### config.mk
export PLATFORM = sky130hd
export DESIGN_NAME = modular_exponentiation_top
export DESIGN_NICKNAME = d
export VERILOG_FILES = /design/src/design/mexp_pkg.sv /design/src/design/modular_exponentiation_top.sv /design/src/design/mexp_dp.sv /design/src/design/mexp_ctrl.sv
export SDC_FILE = /design/constraint.sdc
export NUM_CORES = 1
export LEC_CHECK = 0
export ABC_CLOCK_PERIOD_IN_PS = 6060
export BUFFER_PORTS_ARGS = -buffer_cell sky130_fd_sc_hd__buf_2
export CORE_ASPECT_RATIO = 1.25
export CORE_MARGIN = 5
export CORE_UTILIZATION = 50
export DETAILED_ROUTE_END_ITERATION = 8
export PLACE_DENSITY = 0.68
export SETUP_SLACK_MARGIN = 0.02
export SKIP_LAST_GASP = 1
export SLEW_MARGIN = 30
export SYNTH_ARGS = -nofsm -noshare
export SYNTH_HDL_FRONTEND = slang
export SYNTH_SLANG_ARGS = --single-unit
### constraint.sdc
create_clock -name clk -period 6.06 [get_ports clk]
set_clock_uncertainty 0.05 [all_clocks]
set_input_delay 0.606 -clock clk [delete_from_list [all_inputs] [get_ports clk]]
set_output_delay 0.606 -clock clk [all_outputs]
set_load 0.05 [all_outputs]
### src/design/mexp_pkg.sv
// shared constants and controller/datapath interface types for modular exponentiation
`default_nettype none
package mexp_pkg;

  localparam int unsigned DEF_WIDTH = 16;
  localparam int unsigned MOD_RESET = 101;

  typedef struct packed {
    logic load;
    logic red_step;
    logic mul_init;
    logic init_sel_b;
    logic mul_step;
    logic mul_commit;
    logic exp_shift;
    logic out_load;
  } mexp_cmd_t;

  typedef struct packed {
    logic exp_msb;
  } mexp_sts_t;

endpackage
`default_nettype wire

### src/design/modular_exponentiation_top.sv
// top level of the modular exponentiation block
//
//  channel  dir  tdata fields (low bit up)          handshake
//  in_      in   base, exponent                     in_tvalid / in_tready
//  out_     out  residue                            out_tvalid / out_tready
//  cfg_     in   modulus                            cfg_wr_en
//
// an item reduces the base, then squares for every exponent bit and multiplies for each set bit;
// the serial modular multiply takes one multiplier bit per cycle
// one item in flight, the next accepted while a result waits
// synchronous active-low reset, modulus resets to 101
// a stalled output holds the finished item and delays the start of writing the next result
`default_nettype none
module modular_exponentiation_top #(
  parameter int unsigned WIDTH = mexp_pkg::DEF_WIDTH
) (
  input  wire logic                              clk,
  input  wire logic                              rst_n,
  input  wire logic                              cfg_wr_en,
  input  wire logic [WIDTH-1:0]                  cfg_wr_data,  // modulus
  input  wire logic                              in_tvalid,
  output logic                                   in_tready,
  input  wire logic [((2*WIDTH+7)/8)*8-1:0]      in_tdata,     // base, exponent
  output logic                                   out_tvalid,
  input  wire logic                              out_tready,
  output logic [((WIDTH+7)/8)*8-1:0]             out_tdata     // residue
);
  import mexp_pkg::*;

  localparam int unsigned OUT_W = ((WIDTH + 7) / 8) * 8;

  mexp_cmd_t        cmd;
  mexp_sts_t        sts;
  logic [WIDTH-1:0] residue;

  mexp_ctrl #(.WIDTH(WIDTH)) u_ctrl (
    .clk        (clk),
    .rst_n      (rst_n),
    .in_tvalid  (in_tvalid),
    .in_tready  (in_tready),
    .out_tvalid (out_tvalid),
    .out_tready (out_tready),
    .sts        (sts),
    .cmd        (cmd)
  );

  mexp_dp #(.WIDTH(WIDTH)) u_dp (
    .clk         (clk),
    .rst_n       (rst_n),
    .cfg_wr_en   (cfg_wr_en),
    .cfg_wr_data (cfg_wr_data),
    .base        (in_tdata[WIDTH-1:0]),
    .exponent    (in_tdata[2*WIDTH-1:WIDTH]),
    .cmd         (cmd),
    .sts         (sts),
    .residue     (residue)
  );

  assign out_tdata = OUT_W'(residue);

endmodule
`default_nettype wire

### src/design/mexp_dp.sv
// datapath: modulus register, base reduction, serial modular multiply, result register
`default_nettype none
module mexp_dp #(
  parameter int unsigned WIDTH = mexp_pkg::DEF_WIDTH
) (
  input  wire logic              clk,
  input  wire logic              rst_n,
  input  wire logic              cfg_wr_en,
  input  wire logic [WIDTH-1:0]  cfg_wr_data,
  input  wire logic [WIDTH-1:0]  base,
  input  wire logic [WIDTH-1:0]  exponent,
  input  wire mexp_pkg::mexp_cmd_t cmd,
  output mexp_pkg::mexp_sts_t    sts,
  output logic [WIDTH-1:0]       residue
);
  import mexp_pkg::*;

  logic [WIDTH-1:0] m_r;
  logic [WIDTH-1:0] bs_r;
  logic [WIDTH-1:0] rem_r;
  logic [WIDTH-1:0] exp_r;
  logic [WIDTH-1:0] acc_r;
  logic [WIDTH-1:0] pacc_r;
  logic [WIDTH-1:0] mq_r;
  logic [WIDTH-1:0] res_r;

  logic [WIDTH:0]   r2;
  logic [WIDTH-1:0] rem_nxt;
  logic [WIDTH+1:0] s;
  logic [WIDTH+1:0] m1;
  logic [WIDTH+1:0] m2;
  logic [WIDTH-1:0] pacc_nxt;
  logic             m_small;

  // one bit of the base a step
  always_comb begin
    r2 = {rem_r, bs_r[WIDTH-1]};
    if (r2 >= {1'b0, m_r}) begin
      rem_nxt = WIDTH'(r2 - {1'b0, m_r});
    end else begin
      rem_nxt = r2[WIDTH-1:0];
    end
  end

  // double and add, sum below three times the modulus, then reduced by subtracting the modulus or twice it
  always_comb begin
    m1 = {2'b00, m_r};
    m2 = {1'b0, m_r, 1'b0};
    s  = {1'b0, pacc_r, 1'b0} + (mq_r[WIDTH-1] ? {2'b00, acc_r} : '0);
    if (s >= m2) begin
      pacc_nxt = WIDTH'(s - m2);
    end else if (s >= m1) begin
      pacc_nxt = WIDTH'(s - m1);
    end else begin
      pacc_nxt = s[WIDTH-1:0];
    end
  end

  assign m_small = (m_r[WIDTH-1:1] == '0);

  always_ff @(posedge clk) begin
    if (!rst_n) begin
      m_r <= WIDTH'(MOD_RESET);
    end else if (cfg_wr_en) begin
      m_r <= cfg_wr_data;
    end
  end

  always_ff @(posedge clk) begin
    if (cmd.load) begin
      bs_r   <= base;
      exp_r  <= exponent;
      rem_r  <= '0;
      acc_r  <= WIDTH'(1);
      pacc_r <= WIDTH'(1);
    end else begin
      if (cmd.red_step) begin
        rem_r <= rem_nxt;
        bs_r  <= bs_r << 1;
      end
      if (cmd.exp_shift) begin
        exp_r <= exp_r << 1;
      end
      if (cmd.mul_commit) begin
        acc_r <= pacc_r;
      end
      if (cmd.mul_init) begin
        pacc_r <= '0;
        mq_r   <= cmd.init_sel_b ? rem_r : pacc_r;
      end else if (cmd.mul_step) begin
        pacc_r <= pacc_nxt;
        mq_r   <= mq_r << 1;
      end
    end
    if (cmd.out_load) begin
      res_r <= m_small ? '0 : acc_r;
    end
  end

  assign sts.exp_msb = exp_r[WIDTH-1];
  assign residue     = res_r;

endmodule
`default_nettype wire

### src/design/mexp_ctrl.sv
// controller: sequencing of reduction, square and multiply steps, output handshake
`default_nettype none
module mexp_ctrl #(
  parameter int unsigned WIDTH = mexp_pkg::DEF_WIDTH
) (
  input  wire logic             clk,
  input  wire logic             rst_n,
  input  wire logic             in_tvalid,
  output logic                  in_tready,
  output logic                  out_tvalid,
  input  wire logic             out_tready,
  input  wire mexp_pkg::mexp_sts_t sts,
  output mexp_pkg::mexp_cmd_t   cmd
);
  import mexp_pkg::*;

  localparam int unsigned CW = $clog2(WIDTH);

  localparam logic [2:0] S_IDLE   = 3'd0;
  localparam logic [2:0] S_RED    = 3'd1;
  localparam logic [2:0] S_SQ     = 3'd2;
  localparam logic [2:0] S_COM_SQ = 3'd3;
  localparam logic [2:0] S_MB     = 3'd4;
  localparam logic [2:0] S_COM_MB = 3'd5;
  localparam logic [2:0] S_FIN    = 3'd6;

  logic [2:0]    state_r, state_nxt;
  logic [CW-1:0] cnt_r, cnt_nxt;
  logic [CW-1:0] bit_r, bit_nxt;
  logic          ovld_r, ovld_nxt;
  logic          cnt_last;
  logic          bit_last;
  logic          out_free;

  assign cnt_last  = (cnt_r == CW'(WIDTH - 1));
  assign bit_last  = (bit_r == CW'(WIDTH - 1));
  assign out_free  = !ovld_r || out_tready;
  assign in_tready = (state_r == S_IDLE);
  assign out_tvalid = ovld_r;

  always_comb begin
    state_nxt = state_r;
    cnt_nxt   = cnt_r;
    bit_nxt   = bit_r;
    cmd       = '0;
    case (state_r)
      S_IDLE: begin
        if (in_tvalid) begin
          cmd.load  = 1'b1;
          cnt_nxt   = '0;
          bit_nxt   = '0;
          state_nxt = S_RED;
        end
      end
      S_RED: begin
        cmd.red_step = 1'b1;
        cnt_nxt      = cnt_r + 1'b1;
        if (cnt_last) begin
          cnt_nxt      = '0;
          cmd.mul_init = 1'b1;
          state_nxt    = S_SQ;
        end
      end
      S_SQ, S_MB: begin
        cmd.mul_step = 1'b1;
        cnt_nxt      = cnt_r + 1'b1;
        if (cnt_last) begin
          cnt_nxt   = '0;
          state_nxt = (state_r == S_SQ) ? S_COM_SQ : S_COM_MB;
        end
      end
      S_COM_SQ, S_COM_MB: begin
        cmd.mul_commit = 1'b1;
        if (state_r == S_COM_SQ && sts.exp_msb) begin
          cmd.mul_init   = 1'b1;
          cmd.init_sel_b = 1'b1;
          state_nxt      = S_MB;
        end else begin
          cmd.exp_shift = 1'b1;
          if (bit_last) begin
            state_nxt = S_FIN;
          end else begin
            bit_nxt      = bit_r + 1'b1;
            cmd.mul_init = 1'b1;
            state_nxt    = S_SQ;
          end
        end
      end
      S_FIN: begin
        if (out_free) begin
          cmd.out_load = 1'b1;
          state_nxt    = S_IDLE;
        end
      end
      default: begin
        state_nxt = S_IDLE;
      end
    endcase
  end

  always_comb begin
    if (cmd.out_load) begin
      ovld_nxt = 1'b1;
    end else if (ovld_r && out_tready) begin
      ovld_nxt = 1'b0;
    end else begin
      ovld_nxt = ovld_r;
    end
  end

  always_ff @(posedge clk) begin
    if (!rst_n) begin
      state_r <= S_IDLE;
      cnt_r   <= '0;
      bit_r   <= '0;
      ovld_r  <= 1'b0;
    end else begin
      state_r <= state_nxt;
      cnt_r   <= cnt_nxt;
      bit_r   <= bit_nxt;
      ovld_r  <= ovld_nxt;
    end
  end

  a_no_overwrite: assert property (@(posedge clk) disable iff (!rst_n)
    cmd.out_load |-> (!ovld_r || out_tready))
    else $error("result register overwritten while occupied");

  a_cnt_start: assert property (@(posedge clk) disable iff (!rst_n)
    (state_r == S_IDLE && in_tvalid) |=> (cnt_r == '0 && bit_r == '0))
    else $error("counters not cleared at item start");

  a_fin_bits: assert property (@(posedge clk) disable iff (!rst_n)
    (state_r == S_FIN) |-> bit_last)
    else $error("finished before all exponent bits");

  a_mul_align: assert property (@(posedge clk) disable iff (!rst_n)
    cmd.mul_init |=> (cnt_r == '0))
    else $error("multiply started with step counter misaligned");

endmodule
`default_nettype wire
### Word-level counts from Yosys, hierarchy flattened

Index checks and enable logic that the tools add are counted.

| word-level totals | value |
|---|---|
| bits in registers | 140 |
| bits of input ports | 53 |
| output and inout port bits | 18 |
| word-level logic and storage cells | 100 |

| cells by class | value |
|---|---|
| add/subtract/negate cells | 6 |
| $lt $le $gt $ge | 3 |
| eq/ne operators | 14 |
| muxes and demuxes | 43 |
| bitwise operators | 1 |
| reductions and logical operators | 20 |

Operators by type and width:

| kind | count |
|---|---|
| $mux W16 | 11 |
| $sub A16 B16 Y16 | 3 |
| $mux W3 | 7 |
| $add A17 B16 Y18 | 1 |
| $ge A18 B16 Y1 | 1 |
| $ge A18 B17 Y1 | 1 |
| $ge A17 B16 Y1 | 1 |
| $mux W1 | 16 |
| $mux W4 | 4 |
| $pmux W4 S2 | 2 |
| $logic_not A15 Y1 | 1 |
| $pmux W3 S5 | 1 |
| $reduce_bool A2 Y1 | 6 |
| $eq A3 B3 Y1 const B | 3 |
| $add A4 B1 Y4 const B | 2 |
| $eq A4 B4 Y1 const B | 2 |
| $reduce_and A4 Y1 | 2 |
| $eq A3 B2 Y1 const B | 2 |
| $ne A2 B1 Y1 const B | 3 |
| $ne A2 B2 Y1 const B | 3 |
| $reduce_or A2 Y1 | 3 |
| $reduce_and A2 Y1 | 2 |
| $eq A3 B1 Y1 const B | 1 |
| $logic_not A3 Y1 | 1 |
| other kinds (7) | 8 |

### Logic depth before layout (Yosys ltp)

Gate-level depths: netlist of run 1.

| depth | value |
|---|---|
| depth in word-level cells | 7 |
| depth in mapped cells | 22 |
| gate-level depth less buffers | 21 |

### By module

Synthesis of run 1 repeated with hierarchy kept, for this count alone.

| second synthesis, totals | value |
|---|---|
| cell total of the unflattened synthesis | 980 |
| area, all modules | 9346.5 µm² |

By module, submodules not included:

| module | times used | cells an instance | area each (µm²) | seq. area each (µm²) |
|---|---|---|---|---|
| mexp_dp | 1 | 875 | 8505.7 | 3203.1 |
| mexp_ctrl | 1 | 105 | 840.8 | 240.2 |

### Worst setup path before layout of run 1

Ideal clock, no wire load.

| timing | value |
|---|---|
| path kind | register to register |
| start point | register u_dp.mq_r[15] |
| end point | register u_dp.pacc_r[9] |
| setup time | 0.116 ns |
| data arrival time | 4.314 ns |
| slack | 1.579 ns |
| stages on the path, launching flop included | 21 |
| buffers on the path | 2 |
| clock period less this slack | 4.481 ns |
| cell sequence | edfxtp_1 -> clkbuf_1 -> and2_1 -> ha_1 -> o21a_1 -> or2_2 -> o21a_1 -> a21oi_1 -> o21bai_1 -> a21oi_1 -> xnor2_1 -> ha_1 -> a21o_1 -> a21o_1 -> a21o_1 -> o2111ai_1 -> a21oi_1 -> a2111oi_4 -> buf_2 -> a211oi_1 -> a31o_2 |

| on the way | value |
|---|---|
| cells in the longest elaborated chain, start to end | 5 |

RTL lines:

| element | line | RTL |
|---|---|---|
| start: declaration | mexp_dp.sv:24 | `logic [WIDTH-1:0] mq_r;` |
| start signal: assignment | mexp_dp.sv:89 | `mq_r <= cmd.init_sel_b ? rem_r : pacc_r;` |
| start signal: assignment | mexp_dp.sv:92 | `mq_r <= mq_r << 1;` |
| $mux W16 (*) | mexp_dp.sv:49 | `s = {1'b0, pacc_r, 1'b0} + (mq_r[WIDTH-1] ? {2'b00, acc_r} : '0);` |
| $add A17 B16 Y18 (*) | mexp_dp.sv:49 |  |
| $sub A16 B16 Y16 / $ge A18 B16 Y1 (equally long branches) | mexp_dp.sv:53, mexp_dp.sv:52 |  |
| $mux W16 | mexp_dp.sv:52 | `end else if (s >= m1) begin` |
| $mux W16 (*) | mexp_dp.sv:50 | `if (s >= m2) begin` |
| end signal: assignment | mexp_dp.sv:91 | `pacc_r <= pacc_nxt;` |
| end: declaration | mexp_dp.sv:23 | `logic [WIDTH-1:0] pacc_r;` |

Every way passes the cells marked *; elsewhere a longest branch is shown, timed or not.
A chain may end at the register's enable or synchronous reset.

### Worst setup path in the final report of run 1

| timing | value |
|---|---|
| start point | register u_dp.mq_r[15] |
| end point | register u_dp.pacc_r[13] |

Same word-level chain as after synthesis.

==> metrics.md, run 1 <==
| Metric | Value |
|---|---|
| Status | `finished, final reports clean` |
| Die Ht | `around 160 um` |
| Min-Delay Startpoint | `cfg_wr_data[0]` |
| Power density cells | `303 nW/um^2` |
| Core area | `between 15000 and 20000 um^2` |
| Clk slew on worst S/H paths | `0.07 ns` |
| Fin nets | `1196` |
| Post-CTS Resized | `0` |
| Asr flop ratio synth | `0%` |
| Worst path buffer plus inverter count | `1` |
| Syn Inst Count | `between 1000 and 1500` |
| Initial DRC count | `439` |
| CTS H-tree depth | `4` |
| Clock Latency Late Sink | `0.43 ns` |
| CTS Buffer Depth | `2` |
| R2R cell count | `21` |
| Hold depth | `3` |
| Post-CTS setup buffers | `0` |
| Number of max-cap violations | `0` |
| Final Hold Viols | `0` |
| FMAX | `185 MHz` |
| Syn Nets | `1142` |
| CP delay by family, top | `compound AO/OA/AOI/OAI gates` |
| Share of the yosys chip area belonging to registers | `38.4%` |
| Met2 GRT Util | `between 30% and 40%` |
| Row cnt | `54` |
| Met1 Usage GRT | `26.3%` |
| Worst-path cell chain | `and2_1, ha_1, inv_1, fa_1, nor2b_1, o31a_1, o21a_1, a21oi_1, o21bai_1, a21oi_1, xnor2_1, ha_1, a21o_1, a21o_1, a21o_1, o2111ai_1, a21oi_1, a2111oi_4, nand2_1, nor2_1, a211oi_1` |
| Top FF cell, synth | `dfxtp_1` |
| CP Capture Type | `flop` |
| CP Class | `flop to flop` |
| Switching power | `1020 uW` |
| Sink Count | `140` |
| Die X-Extent | `approximately 130 um` |
| Worst EP arrival | `5.65 ns` |
| ANT nets after route | `0` |
| Count of flip-flops with a built-in enable after synthesis | `64` |
| RSZ-0062 raised after global routing | `false` |
| GRT Util Overall | `between 20% and 30%` |
| Gp weighted congestion | `0.967` |
| Peak VDD IR | `0.309 mV` |
| CP Launch Type | `flop` |
| DR WL/cell | `17.6 um` |
| Setup tns final | `0 ns` |
| Slew at the pin closest to its max-slew limit | `1.01 ns` |
| Avg Vias per Cell | `roughly 5.8` |
| Combinational power share | `27.9%` |
| Final setup fails | `0` |
| Global routing's busiest layer | `met2` |
| Grt met3 use | `under 10%` |
| RR Startpoint | `u_dp.mq_r[15]` |
| Synth warn | `0` |
| CP Max Fanout | `16` |
| Area of the mapped netlist | `8960 um^2` |
| Slowest CP cell | `a2111oi_4` |
| CP peak stage delay | `0.57 ns` |
| TritonCTS buffer count | `17` |
| Antenna violations before repair | `0` |
| # IOs | `71` |
| Reg2reg setup slack | `0.66 ns` |
| Fin Hold WS | `0.341 ns` |
| Pre-CTS WS | `just over 0.8 ns` |
| CTS tree | `yes` |
| Hold path endpoint | `u_dp.m_r[0]` |
| Number of distinct library cells after synthesis | `65` |
| Internal power | `2030 uW` |
| Placed wire-length estimate | `~17 mm` |
| Final Critical Period | `5.40 ns` |
| 1st-pass router iterations | `5` |
| Hold buffers post-CTS | `0` |
| # DRC | `0` |
| Power share of the clock group | `34.3%` |
| FF-to-FF End | `u_dp.pacc_r[13]` |
| Leak pwr | `roughly 0.0044 uW` |
| Fin crit share | `89.1%` |
| CP Data Required Time | `6.31 ns` |
| Max-slew violations | `0` |
| Post-layout total power | `about 3000 uW` |
| Register bit total from synthesis | `140` |
| Hold WC Path Type | `input pin to flop` |
| Area Overhead vs Synth | `12.4%` |
| Sequential share of power | `37.8%` |
| Setup ws final | `0.662 ns` |
| WL final | `23.1 mm` |
| Global-route wire length before repair | `36.7 mm` |
| Max-slew headroom at the worst pin | `32.1%` |
| Maximum number of pins on one net before global-route repair | `47` |
| GR Overflow Total | `0` |
| Clock Tree Root | `clkbuf_16` |
| IO Port Bufs | `70` |
| Ant. Diodes | `0` |
| Vias in the first global route | `7348` |
| Vias | `7545` |
| Filler cell count | `1617` |
| Sw frac | `between 30% and 40%` |
| Starting Density | `51.0%` |
| Layout cells sized above 1 | `11.8%` |
| Post-Route Utilization | `about 57%` |
| Die area | `20700 um^2` |
| Mean area per synthesized cell | `8.79 um^2` |
==> synth_stat cells (all sizes together), types with 13 or more instances <==
library cell	number	share of area [%]
edfxtp	64	21
nor3	13	0.73
nand4	14	0.98
o21ai	56	3.1
nand3	14	0.78
clkbuf	28	1.2
nor2	58	2.4
xnor2	35	3.4
a21o	25	2.1
nand2	178	7.5
and2	39	2.7
dfxtp	76	17
mux2i	44	4.9
ha	65	9.1
a21oi	91	5.1
inv	40	1.7
nor2b	23	1.6
xor2	19	1.9
==> how the worst max path moves through the flow <==
stage	from	end	slack, ns	depth (start not counted)
finish	u_dp.mq_r[15]	u_dp.pacc_r[13]	0.66	21
CTS	u_dp.mq_r[15]	u_dp.pacc_r[13]	0.78	21
global placement	u_dp.mq_r[15]	u_dp.pacc_r[10]	0.98	20
global route	u_dp.mq_r[15]	u_dp.pacc_r[13]	0.33	21
detailed placement	u_dp.mq_r[15]	u_dp.pacc_r[13]	0.83	21
floorplan	u_dp.mq_r[15]	u_dp.pacc_r[9]	1.58	20
==> final cells by class <==
cell class | count | area, um^2 | share of cell area (%)
Multi-Input combinational cell | 801 | 5240 | 52.0
Sequential cell | 140 | 3440 | 34.2
Clock buffer | 18 | 439 | 4.36
Timing Repair Buffer | 74 | 380 | 3.77
Tap cell | 224 | 280 | 2.78
Inverter | 40 | 150 | 1.49
Clock inverter | 14 | 149 | 1.48
==> power by group through the flow <==
| stage | sequential (uW) | clock (uW) | combinational (uW) |
|---|---|---|---|
| finish | 1150 | 1050 | 850 |
| global route | 1160 | 1100 | 943 |
| CTS | 1150 | 1060 | 847 |
| detailed placement | 1170 | 0 | 836 |
| global placement | 1170 | 0 | 819 |
| floorplan | 1130 | 0 | 671 |
==> flip-flops by register name (all words and copies together), names as in the netlist <==
name               flops
u_dp.acc_r            16
u_ctrl.cnt_r           4
u_dp.exp_r            16
u_dp.rem_r            16
u_ctrl.out_tvalid      1
u_ctrl.state_r         3
u_ctrl.bit_r           4
u_dp.bs_r             16
u_dp.pacc_r           16
u_dp.residue          16
u_dp.mq_r             16
u_dp.m_r              16
==> cells in the final DEF (no fill, tap or decap), types with 5 or more instances in the layout <==
cell       count
edfxtp_1      64
nor2b_1       23
ha_1          65
a31oi_1        8
a21oi_1       89
nand3_1       14
and3_1         9
dfxtp_1       76
o21a_1        11
o21ai_0       55
nor3_1        13
a211oi_1       7
o22ai_1        6
nor4_1         5
clkbuf_16     17
xnor2_1       35
o21bai_1       6
mux2i_1       44
nand2_1      176
buf_2         70
nand4_1       14
nor2_1        58
and2_1        39
nand2b_1       9
a21boi_0       6
a21o_1        25
inv_1         40
xor2_1        19
o2111ai_1      5
==> metrics by stage <==
stage          cells  area [um^2]
5_1_grt         1311        10100
3_3_place_gp    1279         9470
2_1_floorplan   1020         8960
3_5_place_dp    1279         9490
4_1_cts         1311        10100
6_report        1311        10100
==> metal layers <==
metal | part of all wire [%] | routed length (um) | up-vias
li1 | - | - | 3747
met1 | 41 | 9450 | 3554
met2 | 51 | 11800 | 182
met3 | 4.0 | 933 | 62
met4 | 4.0 | 931 | 0
met5 | 0 | 0 | -
==> tightest hold or removal path, cell delays in order <==
cell and delay, ns:
buf_2 0.07, mux2i_1 0.05, nand2_1 0.06
==> kinds of logic after synthesis <==
family / share of synthesized area, %
compound gates: 17.7
flops: 38.4
simple gates: 19.4
mux: 5.71
fa+ha+maj: 9.97
buf+inv: 3.52
xor+xnor: 5.28
Note: power is estimated with default switching activity, not from simulation.
==> inputs of run 2 (changes only) <==
CORE_MARGIN = not set   (was 5)
CORE_UTILIZATION = 60   (was 50)
GPL_TIMING_DRIVEN = 0   (was not set)
PLACE_DENSITY = 0.8   (was 0.68)
==> run 2 against run 1 <==
  * Global-route usage up 8.4 points
  * Sequential share of layout area down 0.11 points
  * Worst setup slack better by 0.12 ns
  * Sequential cell count unchanged
  * Design area up 0.31%
  * Power down 1.5%
  * Combinational power up 1%
  * Cell count down 0.84%
  * Highest routed layer unchanged
==> metrics.md, run 2 (synthesized netlist as in run 1, its figures left out) <==
| Metric | Value |
|---|---|
| Combinational power share | `28.6%` |
| Switching power | `989 uW` |
| R2R cell count | `20` |
| DR WL/cell | `17.7 um` |
| Final Critical Period | `5.28 ns` |
| Setup ws final | `0.779 ns` |
| Max-slew headroom at the worst pin | `46.6%` |
| FMAX | `189 MHz` |
| Clock Latency Late Sink | `0.43 ns` |
| Hold depth | `3` |
| Status | `finished, final reports clean` |
| CP Launch Type | `flop` |
| Die Ht | `139 um` |
| Row cnt | `49` |
| WL final | `23.0 mm` |
| CTS Buffer Depth | `2` |
| Post-CTS setup buffers | `0` |
| Power density cells | `297 nW/um^2` |
| Placed wire-length estimate | `17.5 mm` |
| 1st-pass router iterations | `5` |
| Peak VDD IR | `approximately 0.32 mV` |
| Starting Density | `about three fifths` |
| Sw frac | `32.9%` |
| Hold buffers post-CTS | `0` |
| Sink Count | `140` |
| Filler cell count | `1136` |
| CTS H-tree depth | `4` |
| Post-Layout Cell Count | `1300` |
| Fin crit share | `87.2%` |
| CP Class | `flop to flop` |
| ANT nets after route | `0` |
| Post-Place Cells | `1268` |
| IO Port Bufs | `a little under 70` |
| Area Overhead vs Synth | `12.8%` |
| Global-route wire length before repair | `between 30 and 40 mm` |
| GR Overflow Total | `0` |
| Die X-Extent | `111 um` |
| Internal power | `~2000 uW` |
| Clk slew on worst S/H paths | `0.07 ns` |
| Slew at the pin closest to its max-slew limit | `0.802 ns` |
| Avg Vias per Cell | `6.06` |
| CP Max Fanout | `10` |
| Core area | `14500 um^2` |
| Clock Tree Root | `clkbuf_16` |
| Max-slew violations | `0` |
| TritonCTS buffer count | `17` |
| Hold WC Path Type | `input pin to flop` |
| Power share of the clock group | `33.2%` |
| # DRC | `0` |
| Worst EP arrival | `~5.6 ns` |
| Fin nets | `between 1000 and 1500` |
| Gp weighted congestion | `0.952` |
| CTS tree | `yes` |
| Leak pwr | `0.00446 uW` |
| Post-Route Utilization | `69.9%` |
| RSZ-0062 raised after global routing | `false` |
| Antenna violations before repair | `0` |
| Setup tns final | `0 ns` |
| Final setup fails | `0` |
| Final Hold Viols | `0` |
| Maximum number of pins on one net before global-route repair | `19` |
| Number of max-cap violations | `0` |
| Layout cells sized above 1 | `between 10% and 20%` |
| GRT Util Overall | `30.8%` |
| Vias | `7884` |
| Post-CTS Resized | `0` |
| CP Capture Type | `flop` |
| Ant. Diodes | `0` |
| Vias in the first global route | `between 7000 and 8000` |
| Sequential share of power | `38.2%` |
| Most frequent cells in the layout | `177 x nand2_1, 90 x a21oi_1, 76 x dfxtp_1, 72 x buf_2, 65 x ha_1` |
| Pre-CTS WS | `0.888 ns` |
| # IOs | `slightly above 70` |
| Initial DRC count | `513` |
| CP Data Required Time | `6.35 ns` |
| Die area | `15400 um^2` |
| Commonest non-fill, non-tap cell in the layout | `nand2_1` |
## run 2: changes by cell type in the layout (fill, tap and decap cells not counted), moves of 2 or more
cell / before / now
inv_8: 4 / 1
buf_1: 0 / 5
buf_2: 70 / 72
clkbuf_1: 0 / 29
clkinv_4: 1 / 4
## run 2: path summary, 6_finish.rpt
path                  startpoint             end  slack [ns]
hold / removal    cfg_wr_data[0]     u_dp.m_r[0]        0.35
setup / recovery   u_dp.mq_r[15]  u_dp.pacc_r[0]        0.78
setup reg to reg   u_dp.mq_r[15]  u_dp.pacc_r[0]        0.78
hold reg to reg    u_dp.acc_r[8]   u_dp.acc_r[8]        0.41
## run 2: critical path, cell delays in order (launching register included)
cell and delay, ns:
edfxtp_1 0.47, clkbuf_1 0.30, nand2_1 0.17, fa_1 0.44, nor2b_1 0.15, o31a_1 0.24, o21a_1 0.16, a21oi_1 0.10
o21bai_1 0.14, a21oi_1 0.09, xnor2_1 0.37, ha_1 0.39, a21o_1 0.21, a21o_1 0.19, a21o_1 0.20, o2111ai_1 0.19
a21oi_1 0.10, a2111oi_4 0.54, nand2_2 0.11, mux2_1 0.38, o221ai_1 0.19
## run 2: power groups by stage
stage	Combinational [uW]	Sequential [uW]	Clock (uW)
floorplan	671	1130	0
global placement	823	1160	0
detailed placement	845	1170	0
CTS	853	1150	1000
global route	960	1150	1050
finish	859	1150	999
## run 2: routing by layer
layer | global-route usage (%) | wire length (um) | vias to the layer above
li1 | - | - | 3813
met1 | 34.8 | 8910 | 3688
met2 | 52.2 | 11300 | 283
met3 | 5.38 | 1300 | 100
met4 | 22.7 | 1540 | 0
met5 | 0 | 0 | -
## run 2: per-stage QoR
| stage | hold slack, ns | power, uW | cell area (um^2) |
|---|---|---|---|
| finish | 0.354 | 3010 | 10100 |
| detailed placement | 0.403 | 2010 | 9540 |
| floorplan | 0.390 | 1810 | 8960 |
| CTS | 0.343 | 3000 | 10100 |
| global route | 0.357 | 3160 | 10100 |
| global placement | 0.398 | 1990 | 9530 |
## run 2: final cells by class
class                           count  area, um^2  share of cell area, %
Tap cell                          178         223                   2.20
Clock buffer                       18         429                   4.25
Buffer                             39         165                   1.63
Sequential cell                   140        3440                   34.1
Timing Repair Buffer               70         353                   3.49
Clock inverter                     14         136                   1.35
Inverter                           40         150                   1.49
Multi-Input combinational cell    801        5210                   51.5
==> inputs of run 3 (changes only) <==
ABC_AREA = 1   (was not set)
==> run 3 against run 2 <==
  * Sequential power increased by 46%
  * Utilization decreased by 0.70 points
  * Design area increased by 6.5%
  * Die area increased by 6.6%
  * Synthesized area increased by 6.7%
  * Worst hold slack got worse by 0.011 ns
  * Critical path depth increased by 10
  * Non-clock buffer count decreased by 6
  * Combinational power increased to 5.4 times the previous value
  * Global-route usage increased by 3.7 points
  * Fmax increased by 13%
  * Largest power group is now combinational cells
  * Synthesized cell count increased by 28%
==> metrics.md, run 3 <==
| Metric | Value |
|---|---|
| Status | `finished, final reports clean` |
| Final Cell Area | `10800 um^2` |
| Post-CTS setup buffers | `0` |
| Die X-Extent | `between 100 and 150 um` |
| Clock Tree Root | `clkbuf_16` |
| FMAX | `215 MHz` |
| Count of flip-flops with a built-in enable after synthesis | `64` |
| Syn Inst Count | `1305` |
| Starting Density | `61.4%` |
| Initial DRC count | `between 600 and 700` |
| CP Max Fanout | `10` |
| Max-slew headroom at the worst pin | `31.6%` |
| Row cnt | `51` |
| Final Hold Viols | `0` |
| Vias | `9018` |
| CTS Buffer Depth | `2` |
| Final Critical Period | `approximately 4.7 ns` |
| CTS tree | `yes` |
| Maximum number of pins on one net before global-route repair | `17` |
| Post-synth top area cell | `edfxtp_1` |
| ANT nets after route | `0` |
| CP Class | `flop to flop` |
| Worst path buffer plus inverter count | `7` |
| Post-Place Cells | `1586` |
| CP delay by family, top | `simple AND/OR/NAND/NOR gates` |
| Setup tns final | `0 ns` |
| CP Launch Type | `flop` |
| Synth Area in Adders | `9.34%` |
| # DRC | `0` |
| IO Port Bufs | `69` |
| Clock Latency Late Sink | `0.43 ns` |
| Synth warn | `0` |
| Clk slew on worst S/H paths | `0.06 ns` |
| Layout cells sized above 1 | `around 14%` |
| Gp weighted congestion | `0.951` |
| TritonCTS buffer count | `17` |
| XOR/XNOR Fraction of Synth Area | `4.31%` |
| Mean area per synthesized cell | `7.33 um^2` |
| Worst EP arrival | `just under 5 ns` |
| Fin Hold WS | `0.343 ns` |
| Synth top area cells | `edfxtp_1 20%, dfxtp_1 16%, nand2_1 16%` |
| CP Capture Type | `flop` |
| Area of the mapped netlist | `roughly 9600 um^2` |
| Number of max-cap violations | `0` |
| Hold buffers post-CTS | `0` |
| Post-CTS Resized | `0` |
| Final setup fails | `0` |
| GR Overflow Total | `0` |
| Syn Nets | `1427` |
| 1st-pass router iterations | `7` |
| Die Ht | `143 um` |
| Asr flop ratio synth | `0%` |
| Max-slew violations | `0` |
| Synth top cells by count | `400 x nand2_1, 134 x inv_1, 102 x a21oi_1, 100 x nor2_1, 76 x dfxtp_1` |
| Largest family of logic cells by synthesized area | `simple AND/OR/NAND/NOR gates` |
| Die area | `16400 um^2` |
| Fin crit share | `76.9%` |
| Slew at the pin closest to its max-slew limit | `1.02 ns` |
| Global-route wire length before repair | `42.8 mm` |
| Post-synthesis mux area share | `0%` |
| Share of the synthesized area in the top cell type | `around a fifth` |
| Number of distinct library cells after synthesis | `55` |
| Power density cells | `689 nW/um^2` |
| Core area | `between 15000 and 20000 um^2` |
| Peak VDD IR | `0.360 mV` |
| WL final | `26.7 mm` |
| Share of the yosys chip area belonging to registers | `36.0%` |
| Sink Count | `140` |
| CP Data Required Time | `~6.3 ns` |
| Vias in the first global route | `8767` |
| CTS H-tree depth | `4` |
| Post-Layout Cell Count | `1618` |
| Area Overhead vs Synth | `12.7%` |
| Most frequent cell after synthesis | `nand2_1` |
| Area after DPL | `10200 um^2` |
| Placed wire-length estimate | `20.7 mm` |
| Ant. Diodes | `0` |
| RSZ-0062 raised after global routing | `false` |
| Post-Route Utilization | `~69%` |
| Post-synthesis simple-gate area fraction | `27.6%` |
| Avg Vias per Cell | `~5.6` |
| Top FF cell, synth | `dfxtp_1` |
| Commonest non-fill, non-tap cell in the layout | `nand2_1` |
| Most frequent cells in the layout | `400 x nand2_1, 134 x inv_1, 102 x a21oi_1, 99 x nor2_1` |
| DR WL/cell | `16.5 um` |
| # IOs | `between 70 and 80` |
| Post-synthesis compound-gate area fraction | `14.6%` |
| Fin nets | `1515` |
| GRT Util Overall | `between 30 and 40%` |
| Hold WC Path Type | `input pin to flop` |
| Slowest CP cell | `fa_1` |
| CP peak stage delay | `0.39 ns` |
| Register bit total from synthesis | `140` |
| Leak pwr | `0.00527 uW` |
| Most common cell on crit path | `nand2_1` |
| Antenna violations before repair | `0` |
[run 3: cell count changes after synthesis, moves of 21 or more]
cell / change
nor2_1: +42
and2_1: -36
mux2i_1: -44
inv_2: +21
inv_1: +94
nand2_2: +23
a21o_1: -21
nand3_1: +29
nand2_1: +223
nor2b_1: -23
[run 3: where the power goes]
part	leakage, uW	switching, uW	internal, uW	total [uW]
logic	0.00376	3060	1610	4670
clock network	0.000278	428	651	1080
registers	0.00123	225	1450	1680
total	0.00527	3720	3710	7420
[run 3: layout make-up]
cell class | count | area (um^2)
Buffer | 34 | 193
Multi-Input combinational cell | 975 | 5340
Clock buffer | 20 | 437
Sequential cell | 140 | 3440
Fill cell | 1392 | 4800
Tap cell | 212 | 265
Clock inverter | 12 | 160
Timing Repair Buffer | 69 | 345
Inverter | 156 | 586
[run 3: path summary, 6_finish.rpt]
kind                  startpoint         endpoint  slack, ns  depth (start not counted)
setup / recovery   u_dp.mq_r[15]  u_dp.pacc_r[11]       1.40                         30
hold / removal    cfg_wr_data[5]      u_dp.m_r[5]       0.34                          3
setup reg to reg   u_dp.mq_r[15]  u_dp.pacc_r[11]       1.40                         30
hold reg to reg   u_dp.acc_r[13]   u_dp.acc_r[13]       0.43                          2
[run 3: per-layer routing]
metal  global-route usage [%]  up-vias  wire [um]
met2                     60.6      339      13300
met1                     38.6     4126      10400
li1                         -     4449          -
met4                     21.4        0       1500
met3                     5.73      104       1520
met5                        0        -          0
[run 3: cells by family after synthesis]
group,Yosys count
adders and majority gates,69
and+or+nand+nor,618
AOI/OAI and AO/OA,241
DFF,140
xor gates and xnor gates,47
buffers and inverters,190
[run 3: worst register-to-register path: cells and delay by family, from the launching register on]
| kind | cells | cell delay (ns) |
|---|---|---|
| and+or+nand+nor | 17 | 1.84 |
| xor gates and xnor gates | 1 | 0.34 |
| adders and majority gates | 3 | 0.92 |
| buffers and inverters | 7 | 0.88 |
| DFF | 1 | 0.32 |
| AOI/OAI and AO/OA | 2 | 0.22 |
[run 3: per-stage QoR]
step | total power (uW) | setup WS, ns
after floorplan | 5130 | 2.31
after global placement | 6160 | 1.51
after detailed placement | 6240 | 1.44
after CTS | 7340 | 1.42
after global routing | 8010 | 0.894
final | 7420 | 1.40
